===== src/rtl/mph_pkg.sv =====
`default_nettype none
// ----------------------------------------------------------------------------
// mph_pkg: moon phase shared definitions
// Constants, fixed-point scale factors, pipeline structs and the phase-name
// codes used across the moon phase pipeline.
// ----------------------------------------------------------------------------
package mph_pkg;

	// default configuration
	localparam int DEF_TILES    = 48;
	localparam int DEF_LIT_BITS = 16;

	// field widths
	localparam int TIME_W     = 32;
	localparam int PHASE_W    = 32;
	localparam int TILE_W     = 6;
	localparam int TILE_EXT_W = 9;   // holds any tile count up to 256
	localparam int CODE_W     = 3;

	// reference new moon, seconds since 1970
	localparam logic [32:0] EPOCH = 33'd947182440;

	// reciprocal of the synodic month in Q0.64 per second, rounded half up
	localparam logic [127:0] SYN_NUM   = 128'd10000 << 64;
	localparam logic [127:0] SYN_DEN   = 128'd25514428769;
	localparam logic [127:0] SYN_RECIP = (SYN_NUM + SYN_NUM + SYN_DEN) / (SYN_DEN + SYN_DEN);
	localparam logic [31:0]  RECIP_LO  = SYN_RECIP[31:0];
	localparam logic [10:0]  RECIP_HI  = SYN_RECIP[42:32];

	// pi/2 in Q0.32 scaling, quarter window in Q0.32 and unity in Q2.30
	localparam logic [32:0] HALF_PI_Q32  = 33'd6746518852;
	localparam logic [31:0] INSTANT_HALF = 32'd85899346;
	localparam logic [31:0] ONE_Q30      = 32'h4000_0000;
	localparam logic [31:0] HALF_CYCLE   = 32'h8000_0000;

	// exact floor division of a 32-bit value by k*(k-1) style divisors:
	// q = (n * M) >> S with M = ceil(2^S / c), S = 32 + ceil(log2 c)
	localparam logic [32:0] DIV_M12  = 33'(((65'd1 << 36) + 65'd11)  / 65'd12);
	localparam logic [32:0] DIV_M30  = 33'(((65'd1 << 37) + 65'd29)  / 65'd30);
	localparam logic [32:0] DIV_M56  = 33'(((65'd1 << 38) + 65'd55)  / 65'd56);
	localparam logic [32:0] DIV_M90  = 33'(((65'd1 << 39) + 65'd89)  / 65'd90);
	localparam logic [32:0] DIV_M132 = 33'(((65'd1 << 40) + 65'd131) / 65'd132);
	localparam logic [32:0] DIV_M182 = 33'(((65'd1 << 40) + 65'd181) / 65'd182);

	// phase-name codes
	typedef enum logic [CODE_W-1:0] {
		PH_NEW       = 3'd0,
		PH_FIRST_QTR = 3'd1,
		PH_FULL      = 3'd2,
		PH_LAST_QTR  = 3'd3,
		PH_WAX_CRES  = 3'd4,
		PH_WAX_GIB   = 3'd5,
		PH_WAN_GIB   = 3'd6,
		PH_WAN_CRES  = 3'd7
	} phase_code_t;

	// cosine series state: x^2, last term, running sum (Q2.30)
	typedef struct packed {
		logic [31:0]        x2;
		logic [30:0]        term;
		logic signed [32:0] sum;
	} series_t;

	// per-word results that ride alongside the series
	typedef struct packed {
		logic [TILE_EXT_W-1:0] tile;
		logic                  inst_hit;
		phase_code_t           inst_code;
		logic                  waxing;
		logic                  upper;
	} side_t;

	// multiplier of the divisor for series term k
	function automatic logic [32:0] term_mul(input int k);
		logic [32:0] m;
		unique case (k)
			2:       m = DIV_M12;
			3:       m = DIV_M30;
			4:       m = DIV_M56;
			5:       m = DIV_M90;
			6:       m = DIV_M132;
			7:       m = DIV_M182;
			default: m = '0;
		endcase
		return m;
	endfunction

	// shift of the divisor for series term k
	function automatic int term_shift(input int k);
		int s;
		unique case (k)
			2:       s = 36;
			3:       s = 37;
			4:       s = 38;
			5:       s = 39;
			6:       s = 40;
			7:       s = 40;
			default: s = 0;
		endcase
		return s;
	endfunction

	// odd terms of the cosine series are subtracted
	function automatic logic term_sub(input int k);
		return (k % 2) == 1;
	endfunction

endpackage
`default_nettype wire


===== src/rtl/mph_lit_out.sv =====
`default_nettype none
// ----------------------------------------------------------------------------
// mph_lit_out: lit fraction and phase name
// Closes the cosine sum with the last term and clamps it, then forms the
// lit fraction, the crescent/gibbous decision and the output register.
// ----------------------------------------------------------------------------
module mph_lit_out import mph_pkg::*; #(
	parameter int LIT_BITS = DEF_LIT_BITS
) (
	input  wire logic          clk,
	input  wire logic          arst_n,
	input  wire logic          adv,
	input  wire logic          in_valid,
	input  wire series_t       in_series,
	input  wire side_t         in_side,
	output logic               out_valid,
	output logic [LIT_BITS:0]  lit,
	output logic [TILE_W-1:0]  tile,
	output phase_code_t        code
);

	logic                valid_s1, valid_s2;
	logic [30:0]         cos_s1;
	side_t               side_s1;
	logic [LIT_BITS:0]   lit_s2;
	logic [TILE_W-1:0]   tile_s2;
	phase_code_t         code_s2;

	logic signed [32:0]  sum_c;
	logic [30:0]         cos_c;
	logic [31:0]         l31_c;
	logic [31:0]         lround_c;
	logic                gibbous_c;
	phase_code_t         code_c;

	// last term, then clamp to [0, 1]
	always_comb begin
		sum_c = in_series.sum - $signed({2'b00, in_series.term});
		priority if (sum_c < 0)
			cos_c = '0;
		else if (sum_c > $signed({1'b0, ONE_Q30}))
			cos_c = ONE_Q30[30:0];
		else
			cos_c = sum_c[30:0];
	end

	// lit fraction in Q0.31, rounded to the output scale
	assign l31_c     = cos_s1 == '0 ? ONE_Q30 :
	                   side_s1.upper ? ONE_Q30 + 32'(cos_s1) : ONE_Q30 - 32'(cos_s1);
	assign lround_c  = l31_c + (32'(1) << (30 - LIT_BITS));
	assign gibbous_c = side_s1.upper || (cos_s1 == '0);

	// phase name
	always_comb begin
		priority if (side_s1.inst_hit)
			code_c = side_s1.inst_code;
		else if (side_s1.waxing)
			code_c = gibbous_c ? PH_WAX_GIB : PH_WAX_CRES;
		else
			code_c = gibbous_c ? PH_WAN_GIB : PH_WAN_CRES;
	end

	// valid bits
	always_ff @(posedge clk or negedge arst_n) begin
		if (!arst_n) begin
			valid_s1 <= 1'b0;
			valid_s2 <= 1'b0;
		end else if (adv) begin
			valid_s1 <= in_valid;
			valid_s2 <= valid_s1;
		end
	end

	// payload stages
	always_ff @(posedge clk) begin
		if (adv) begin
			cos_s1  <= cos_c;
			side_s1 <= in_side;
			lit_s2  <= lround_c[31:31-LIT_BITS];
			tile_s2 <= side_s1.tile[TILE_W-1:0];
			code_s2 <= code_c;
		end
	end

	assign out_valid = valid_s2;
	assign lit       = lit_s2;
	assign tile      = tile_s2;
	assign code      = code_s2;

endmodule
`default_nettype wire


===== config.mk =====
export PLATFORM = sky130hd
export DESIGN_NAME = mph_lit_out
export DESIGN_NICKNAME = d
export VERILOG_FILES = /design/src/rtl/mph_pkg.sv /design/src/rtl/mph_lit_out.sv
export SDC_FILE = /design/constraint.sdc
export NUM_CORES = 1
export LEC_CHECK = 0
export BUFFER_PORTS_ARGS = -buffer_cell sky130_fd_sc_hd__clkbuf_2
export CAP_MARGIN = 20
export CORE_MARGIN = 2
export CORE_UTILIZATION = 49
export CTS_CLUSTER_DIAMETER = 40
export CTS_CLUSTER_SIZE = 8
export DETAILED_ROUTE_END_ITERATION = 8
export PLACE_DENSITY = 0.75
export SLEW_MARGIN = 20
export SYNTH_ARGS = -nofsm -noshare
export SYNTH_HDL_FRONTEND = slang
export SYNTH_SLANG_ARGS = --single-unit

===== constraint.sdc =====
create_clock -name clk -period 2.8 [get_ports clk]
set_input_delay 0.14 -clock clk [delete_from_list [all_inputs] [get_ports clk]]
set_output_delay 0.14 -clock clk [all_outputs]
set_load 0.1 [all_outputs]

### Word level (Yosys, flattened, before mapping)

Cells that the tools add are included.

| cells by class | value |
|---|---|
| add/sub/neg operators | 4 |
| magnitude comparators | 2 |
| mux-type cells | 7 |
| reduce and logical (&&, ||, !) cells | 3 |

Operators with widths:

| operator | count |
|---|---|
| 2-to-1 mux 32 bit | 2 |
| > comparator 33 x 32 -> 1 bit (second input constant) | 1 |
| < comparator 33 x 1 -> 1 bit (second input constant) | 1 |
| subtractor 33 x 32 -> 33 bit | 1 |
| adder 31 x 31 -> 32 bit (first input constant) | 1 |
| adder 32 x 15 -> 32 bit (second input constant) | 1 |
| subtractor 31 x 31 -> 32 bit (first input constant) | 1 |
| zero test 31 bit | 1 |
| 2-to-1 mux 31 bit | 1 |
| 2-to-1 mux 3 bit | 1 |
| 2-to-1 mux 1 bit | 2 |
| 2-to-1 mux 2 bit | 1 |
| OR reduction 2 bit | 1 |
| logical OR 1 bit | 1 |

| word-level totals | value |
|---|---|
| register bits | 71 |
| bits of input ports | 115 |

### Depth between registers and ports, before layout

Gate-level depths: netlist of the first run.

| logic depth | value |
|---|---|
| depth in word-level cells | 5 |
| mapped depth | 16 |
| gate-level depth less buffers | 14 |

### Worst setup path before layout of the first run

No wires, ideal clock.

| timing path | value |
|---|---|
| kind | input to register |
| start | input in_series[0] (netlist name) |
| end | register cos_s1[16], data pin |
| data arrival time | 2,991 ps |
| required time | 2,631 ps |
| slack | -359 ps |
| cell stages on the path | 15 |
| cell sequence | inv_1 -> ha_1 -> fa_1 -> nor2b_1 -> o2111ai_1 -> a21boi_1 -> nor3_1 -> xnor2_1 -> or4_1 -> nor4_1 -> nand4_1 -> o21ai_1 -> a21oi_2 -> buf_6 -> nor4b_2 |

| between the ends | value |
|---|---|
| longest elaborated chain between the ends | 3 |
| elaborated cells between the ends (all ways) | 4 |

RTL lines:

| item | RTL line | source |
|---|---|---|
| start: declaration | mph_lit_out.sv:14 | `input wire series_t in_series,` |
| subtractor 33 x 32 -> 33 bit (*) | mph_lit_out.sv:38 | `sum_c = in_series.sum - $signed({2'b00, in_series.term});` |
| < comparator 33 x 1 -> 1 bit or > comparator 33 x 32 -> 1 bit (tied branches) | mph_lit_out.sv:39, mph_lit_out.sv:41 |  |
| OR reduction 2 bit (no line) | - |  |
| end signal: assignment | mph_lit_out.sv:77 | `cos_s1 <= cos_c;` |
| end: declaration | mph_lit_out.sv:23 | `logic [30:0] cos_s1;` |

Every way passes the cells marked *; elsewhere a longest branch is shown, timed or not.
A chain may end at the register's enable or synchronous reset.

### Worst setup path after layout of the first run

| timing path | value |
|---|---|
| start | input in_series[0] (netlist name) |
| end | register cos_s1[20], data pin |

Same word-level chain as after synthesis.

==> results_dict.tcl, run 1 <==
set metrics [dict create \
    outcome "finished, violations left" \
    violations "setup timing" \
    holdPathEnd "valid_s1$_DFFE_PN0P_" \
    ys_types 69 \
    synth.avg_cell_area_um2 9.289 \
    antenna_found_initial 0 \
    ys_ff_latch 71 \
    layout_setup_ws_ns -0.4133 \
    synth_area_leaders "edfxtp_1 37%, ha_1 7.2%, xnor2_1 4.6%" \
    placed_cell_area_um2 7518 \
    finalSetupViolCount 38 \
    crit_path_cell_trace "buf_8, inv_8, ha_4, fa_2, nor2b_4, o2111ai_4, a21boi_4, nor3_2, xnor2_1, or4_1, nor4_2, nand4_1, buf_4, nor3_4, or2_4, nor4b_4" \
    cts_num_sinks 71 \
    area_delta_synth_final_pct 54.31 \
    io_pins 142 \
    worstPathRequired_ns 2.96 \
    vias 5908 \
    finalClockSkew_ns 0.006284 \
    final_nets 1033 \
    synth.cell_area_um2 5564 \
    rsz0062_at_grt "yes" \
    grt_max_degree 40 \
    grt_usage_pct 25.85 \
    synthTopCellsByCount "69 x edfxtp_1, 49 x nand2_1, 48 x nor2_1" \
    clk_latency_ns 0.34 \
    post-route-min-period_ns 3.213 \
    synth_warnings 0 \
    synth-edff-count 69 \
    wl_um 17410 \
    clkTransAtPathRegs_ns 0.06 \
    hpwl_um 11900 \
    worst_slew_pin_slew_ns 0.7956 \
    cts_root_buf "clkbuf_16" \
    drive_gt1_share_pct 45.73 \
    clockBufferDepth 2 \
    fp.coreArea_um2 10980 \
    io_buffers 106 \
    start_util_pct 50.66 \
    dieArea_um2 12220 \
    critical_path.startpoint_type "input pin" \
    post-route-drc-count 0 \
    path_max_fanout 5 \
    clock.fmax_ghz 0.3112 \
    worst_path_largest_cell_delay_ns 0.52 \
    synth.most_common_cell "edfxtp_1" \
    cp.arrival_ns 3.37 \
    drt_iter0_markers 350 \
    fin_crit_sh_pct 114.8 \
    synthArstFlopShare_pct 2.817 \
    grt_pass1_wl_um 26000 \
    maxCapViolCount 0 \
    r2r-end "lit[11]$_DFFE_PP_" \
    rrSetupSlack_ns -0.39 \
    chipWidth_um 110.6 \
    synth_area_leader_cell "edfxtp_1" \
    final_cell_area_um2 8586 \
    p_leak_nw 3.727 \
    viasPerCell 5.736 \
    antenna_left 0 \
    rows 38 \
    hp-start "in_valid" \
    synth_nets 747 \
    relSlewSlack_pct 46.40 \
    hold_depth 2 \
    hold_slack_ns 0.03723 \
    maxSlewViolCount 0 \
    drt_first_pass_iters 6 \
    htree_levels 3 \
    crit_buf_inv 3 \
    worstReg2RegStart "cos_s1[4]$_SDFFCE_PP0P_" \
    critPathCaptureType "flip-flop" \
    powerDensity_nw_per_um2 504.2 \
    synthCells 599 \
    irDropWorstVdd_uv 683.7 \
    seq_area_frac_synth_pct 38.14 \
    cts_buffers 9 \
    netlist.area_leader.share_pct 37.24 \
    synth_ff_type "edfxtp_1" \
    gp_congestion 0.8722 \
    hold_violations 0 \
    holdCritPathClass "input pin to flip-flop" \
    place_ws_ns -0.8497 \
    post-route-util_pct 78.17 \
    reg2reg_depth 14 \
    grt_remaining_overflow 0 \
    critPathSlowestCell "or4_1" \
    wl_per_cell_um 16.90 \
    grt_pass1_vias 5561 \
    cts_tree "yes" \
    antenna_cells 0 \
    dieHeight_um 110.6 \
    path_class "input pin to flip-flop" \
    cp_top_family "simple AND/OR/NAND/NOR gates" \
]
==> per-stage QoR <==
step	instances	TNS (ns)	total power [mW]
floorplan	599	-2.051	2.380
global placement	980	-17.99	2.956
detailed placement	980	-21.72	3.003
CTS	1022	-4.720	4.202
global route	1030	-14.56	4.513
finish	1030	-8.941	4.329
==> timing repair <==
| action | 4_1_cts | 5_1_grt |
|---|---|---|
| endpoints found under the setup margin | 37 | 41 |
| gates resized for setup | 38 | 62 |
| endpoints found under the hold margin | 13 | 1 |
| cloned | 1 | 3 |
| hold buffers | 12 | 1 |
| setup buffers | 14 | 7 |
| pin swaps | 20 | 37 |
==> sequential cells by signal (all words and copies together), names as in the netlist <==
register   cells
code           3
out_valid      1
lit           17
valid_s1       1
side_s1       12
cos_s1        31
tile           6
==> cells in the final DEF (no fill, tap or decap), types with 6 or more instances in the layout <==
cell and instances:
buf_4 164, clkbuf_2 103, edfxtp_1 69, nand2_1 45, nor2_1 41, inv_1 40
a21oi_1 35, xnor2_1 26, ha_1 24, o21ai_0 21, nor3_1 18, xor2_1 17
nand3_1 15, dlygate4sd3_1 13, a21oi_2 12, o21a_1 11, nand4_1 10, and4bb_2 10
buf_6 10, and3_1 9, clkbuf_16 9, or3_1 7, a21o_1 6, nand2b_1 6
o211ai_1 6, ha_4 6
==> worst max-delay path by stage <==
stage / from / end / slack (ns) / depth (start not counted)
5_1_grt: in_series[0] / cos_s1[20]$_SDFFCE_PP0P_ / -0.55 / 16
2_1_floorplan: in_series[0] / cos_s1[15]$_SDFFCE_PP0P_ / -0.18 / 15
4_1_cts: in_series[34] / cos_s1[0]$_SDFFCE_PP0P_ / -0.26 / 15
6_report: in_series[0] / cos_s1[20]$_SDFFCE_PP0P_ / -0.41 / 16
3_3_place_gp: in_series[0] / cos_s1[1]$_SDFFCE_PP0P_ / -0.74 / 16
3_5_place_dp: in_series[0] / cos_s1[0]$_SDFFCE_PP0P_ / -0.85 / 16
==> cells by family after synthesis <==
group           synth area share, %
simple gates                  22.60
mux                           1.552
fa+ha+maj                     7.556
compound gates                17.74
xor+xnor                      7.533
flops                         38.14
buf+inv                       4.880
==> per-layer routing <==
layer	wire length (µm)	track usage [%]	up-vias	share of wire (%)
li1	-	-	2809	-
met1	7053	31.28	2781	41
met2	8877	46.22	260	51
met3	908	4.501	58	5.2
met4	565	9.083	0	3.2
met5	0	0	-	0
==> layout make-up <==
class                           count  area (µm²)
Clock buffer                       15       257.7
Inverter                           42       165.2
Multi-Input combinational cell    465        3751
Tap cell                          140       175.2
Sequential cell                    71        2122
Fill cell                         715        2397
Timing Repair Buffer              296        2085
Clock inverter                      1       30.03
==> report_power, final <==
part / switching (mW) / total (mW) / internal [mW]
registers: 0.0614 / 1.37 / 1.31
clock network: 0.391 / 1.11 / 0.715
logic: 1.09 / 1.86 / 0.770
total: 1.54 / 4.33 / 2.79
No activity file was read; power rests on OpenSTA's default activity.
==> run 2: changes to the inputs <==
--- a/config.mk
+++ b/config.mk
@@ -5,8 +5,7 @@
 export SDC_FILE = /design/constraint.sdc
 export NUM_CORES = 1
 export LEC_CHECK = 0
-export BUFFER_PORTS_ARGS = -buffer_cell sky130_fd_sc_hd__clkbuf_2
-export CAP_MARGIN = 20
+export BUFFER_PORTS_ARGS = -buffer_cell sky130_fd_sc_hd__buf_2
 export CORE_MARGIN = 2
 export CORE_UTILIZATION = 49
 export CTS_CLUSTER_DIAMETER = 40
==> results_dict.tcl, run 2 (same netlist as run 1, synthesis figures left out) <==
set metrics [dict create \
    viasPerCell 5.692 \
    clockPowerShare_pct 25.3 \
    io_pins 142 \
    cp.arrival_ns 3.24 \
    fillers 740 \
    clock.fmax_ghz 0.3169 \
    clk_latency_ns 0.34 \
    netSwitchingPower_mw 1.561 \
    clockBufferDepth 2 \
    maxCapViolCount 0 \
    grt_pass1_wl_um 26250 \
    fp.coreArea_um2 10980 \
    antenna_cells 0 \
    final_nets 1023 \
    place_ws_ns -0.7420 \
    area_delta_synth_final_pct 52.53 \
    grt_remaining_overflow 0 \
    violations "setup timing" \
    vias 5794 \
    cts_root_buf "clkbuf_16" \
    cts_buffers 9 \
    p_int_mw 2.738 \
    powerDensity_nw_per_um2 506.5 \
    dieHeight_um 110.6 \
    worstPathRequired_ns 2.88 \
    hold_slack_ns 0.06419 \
    cts_tree "yes" \
    holdCritPathClass "input pin to flip-flop" \
    p_leak_nw 3.668 \
    grt_pass1_vias 5727 \
    path_class "flip-flop to flip-flop" \
    drive_gt1_share_pct 45.33 \
    wl_per_cell_um 17.29 \
    start_util_pct 50.66 \
    multi_input_area_um2 3702 \
    combPwrFrac_pct 42.7 \
    post-route-min-period_ns 3.155 \
    total_power_mw 4.298 \
    regArea_um2 2122 \
    fin_crit_sh_pct 112.7 \
    critPathCaptureType "flip-flop" \
    maxSlewViolCount 0 \
    grt_max_degree 38 \
    critical_path.startpoint_type "flip-flop" \
    fin_tns_setup_ns -4.954 \
    placed_cell_area_um2 7523 \
    seqPwrFrac_pct 32.0 \
    layout_setup_ws_ns -0.3553 \
    final_cell_area_um2 8487 \
    irDropWorstVdd_uv 634.0 \
    htree_levels 3 \
    finalClockSkew_ns 0.01119 \
    antenna_found_initial 0 \
    cts_num_sinks 71 \
    mostFrequentLayoutCell "buf_4" \
    antenna_left 0 \
    drt_iter0_markers 366 \
    hpwl_um 12040 \
    gp_congestion 0.9385 \
    rows 38 \
    grt_usage_pct 25.99 \
    path_max_fanout 3 \
    clkTransAtPathRegs_ns 0.06 \
    chipWidth_um 110.6 \
    layout_common_cells "158 x buf_4, 104 x buf_2, 69 x edfxtp_1" \
    largest_register_ff_count 31 \
    drt_first_pass_iters 5 \
    netSwitchingFraction_pct 36.31 \
    io_buffers 106 \
    post-route-drc-count 0 \
    largest-register "cos_s1" \
    outcome "finished, violations left" \
    worst_slew_pin_slew_ns 0.8478 \
    hold_violations 0 \
    finalSetupViolCount 25 \
    wl_um 17610 \
    rsz0062_at_grt "yes" \
    relSlewSlack_pct 43.48 \
    dieArea_um2 12220 \
]
-- run 2: worst paths after layout --
kind                                         end  cells after the start               startpoint  slack (ns)
max                            lit[14]$_DFFE_PP_                     11  cos_s1[0]$_SDFFCE_PP0P_       -0.36
min                         valid_s1$_DFFE_PN0P_                      2                 in_valid        0.06
max reg2reg                    lit[14]$_DFFE_PP_                     11  cos_s1[0]$_SDFFCE_PP0P_       -0.36
min reg2reg                    tile[3]$_DFFE_PP_                      0     side_s1[9]$_DFFE_PP_        0.42
max in group asynchronous   valid_s1$_DFFE_PN0P_                      2                   arst_n        2.57
min in group asynchronous  out_valid$_DFFE_PN0P_                      2                   arst_n        0.14
-- run 2: stage by stage --
stage | cells | util [%]
detailed placement | 979 | 68.50
global route | 1018 | 77.27
global placement | 979 | 68.50
finish | 1018 | 77.27
floorplan | 599 | -
CTS | 1016 | 74.30
-- run 2: cell type report --
cell class	count	area share [%]
multi-input cells	461	43.62
flip-flops and latches	71	25.00
repair buffers	290	24.09
clock buffers	10	2.698
well taps	140	2.064
inverters	42	1.946
clock inverters	4	0.5750
-- run 2: power groups by stage --
stage	Sequential (mW)	Combinational [mW]	Clock, mW
2_1_floorplan	1.69	0.687	0
3_3_place_gp	1.37	1.59	0
3_5_place_dp	1.38	1.63	0
4_1_cts	1.36	1.70	1.07
5_1_grt	1.38	1.95	1.14
6_report	1.37	1.84	1.09
-- run 2: layer usage --
layer,vias to the layer above,GRT usage (%),routed length [µm]
met3,40,3.568,917
met2,225,47.20,9090
met4,0,9.917,475
li1,2777,-,-
met1,2752,31.08,7122
met5,-,0,0
-- run 2: critical path, cell delays in order, from the launching register on --
cell	delay, ns
edfxtp_1	0.39
nor4_2	0.34
nand4_1	0.20
nor3b_2	0.24
nand2_1	0.11
xnor2_1	0.14
o31a_1	0.27
or3_4	0.37
a211oi_4	0.33
mux2i_1	0.26
o31ai_1	0.11
xnor2_1	0.14
-- run 2: timing repair --
item,4_1_cts,5_1_grt
endpoints found under the hold margin,14,0
gates resized for setup,32,61
setup buffers,10,5
cloned,0,0
endpoints found under the setup margin,31,41
hold buffers,13,0
pin swaps,15,32
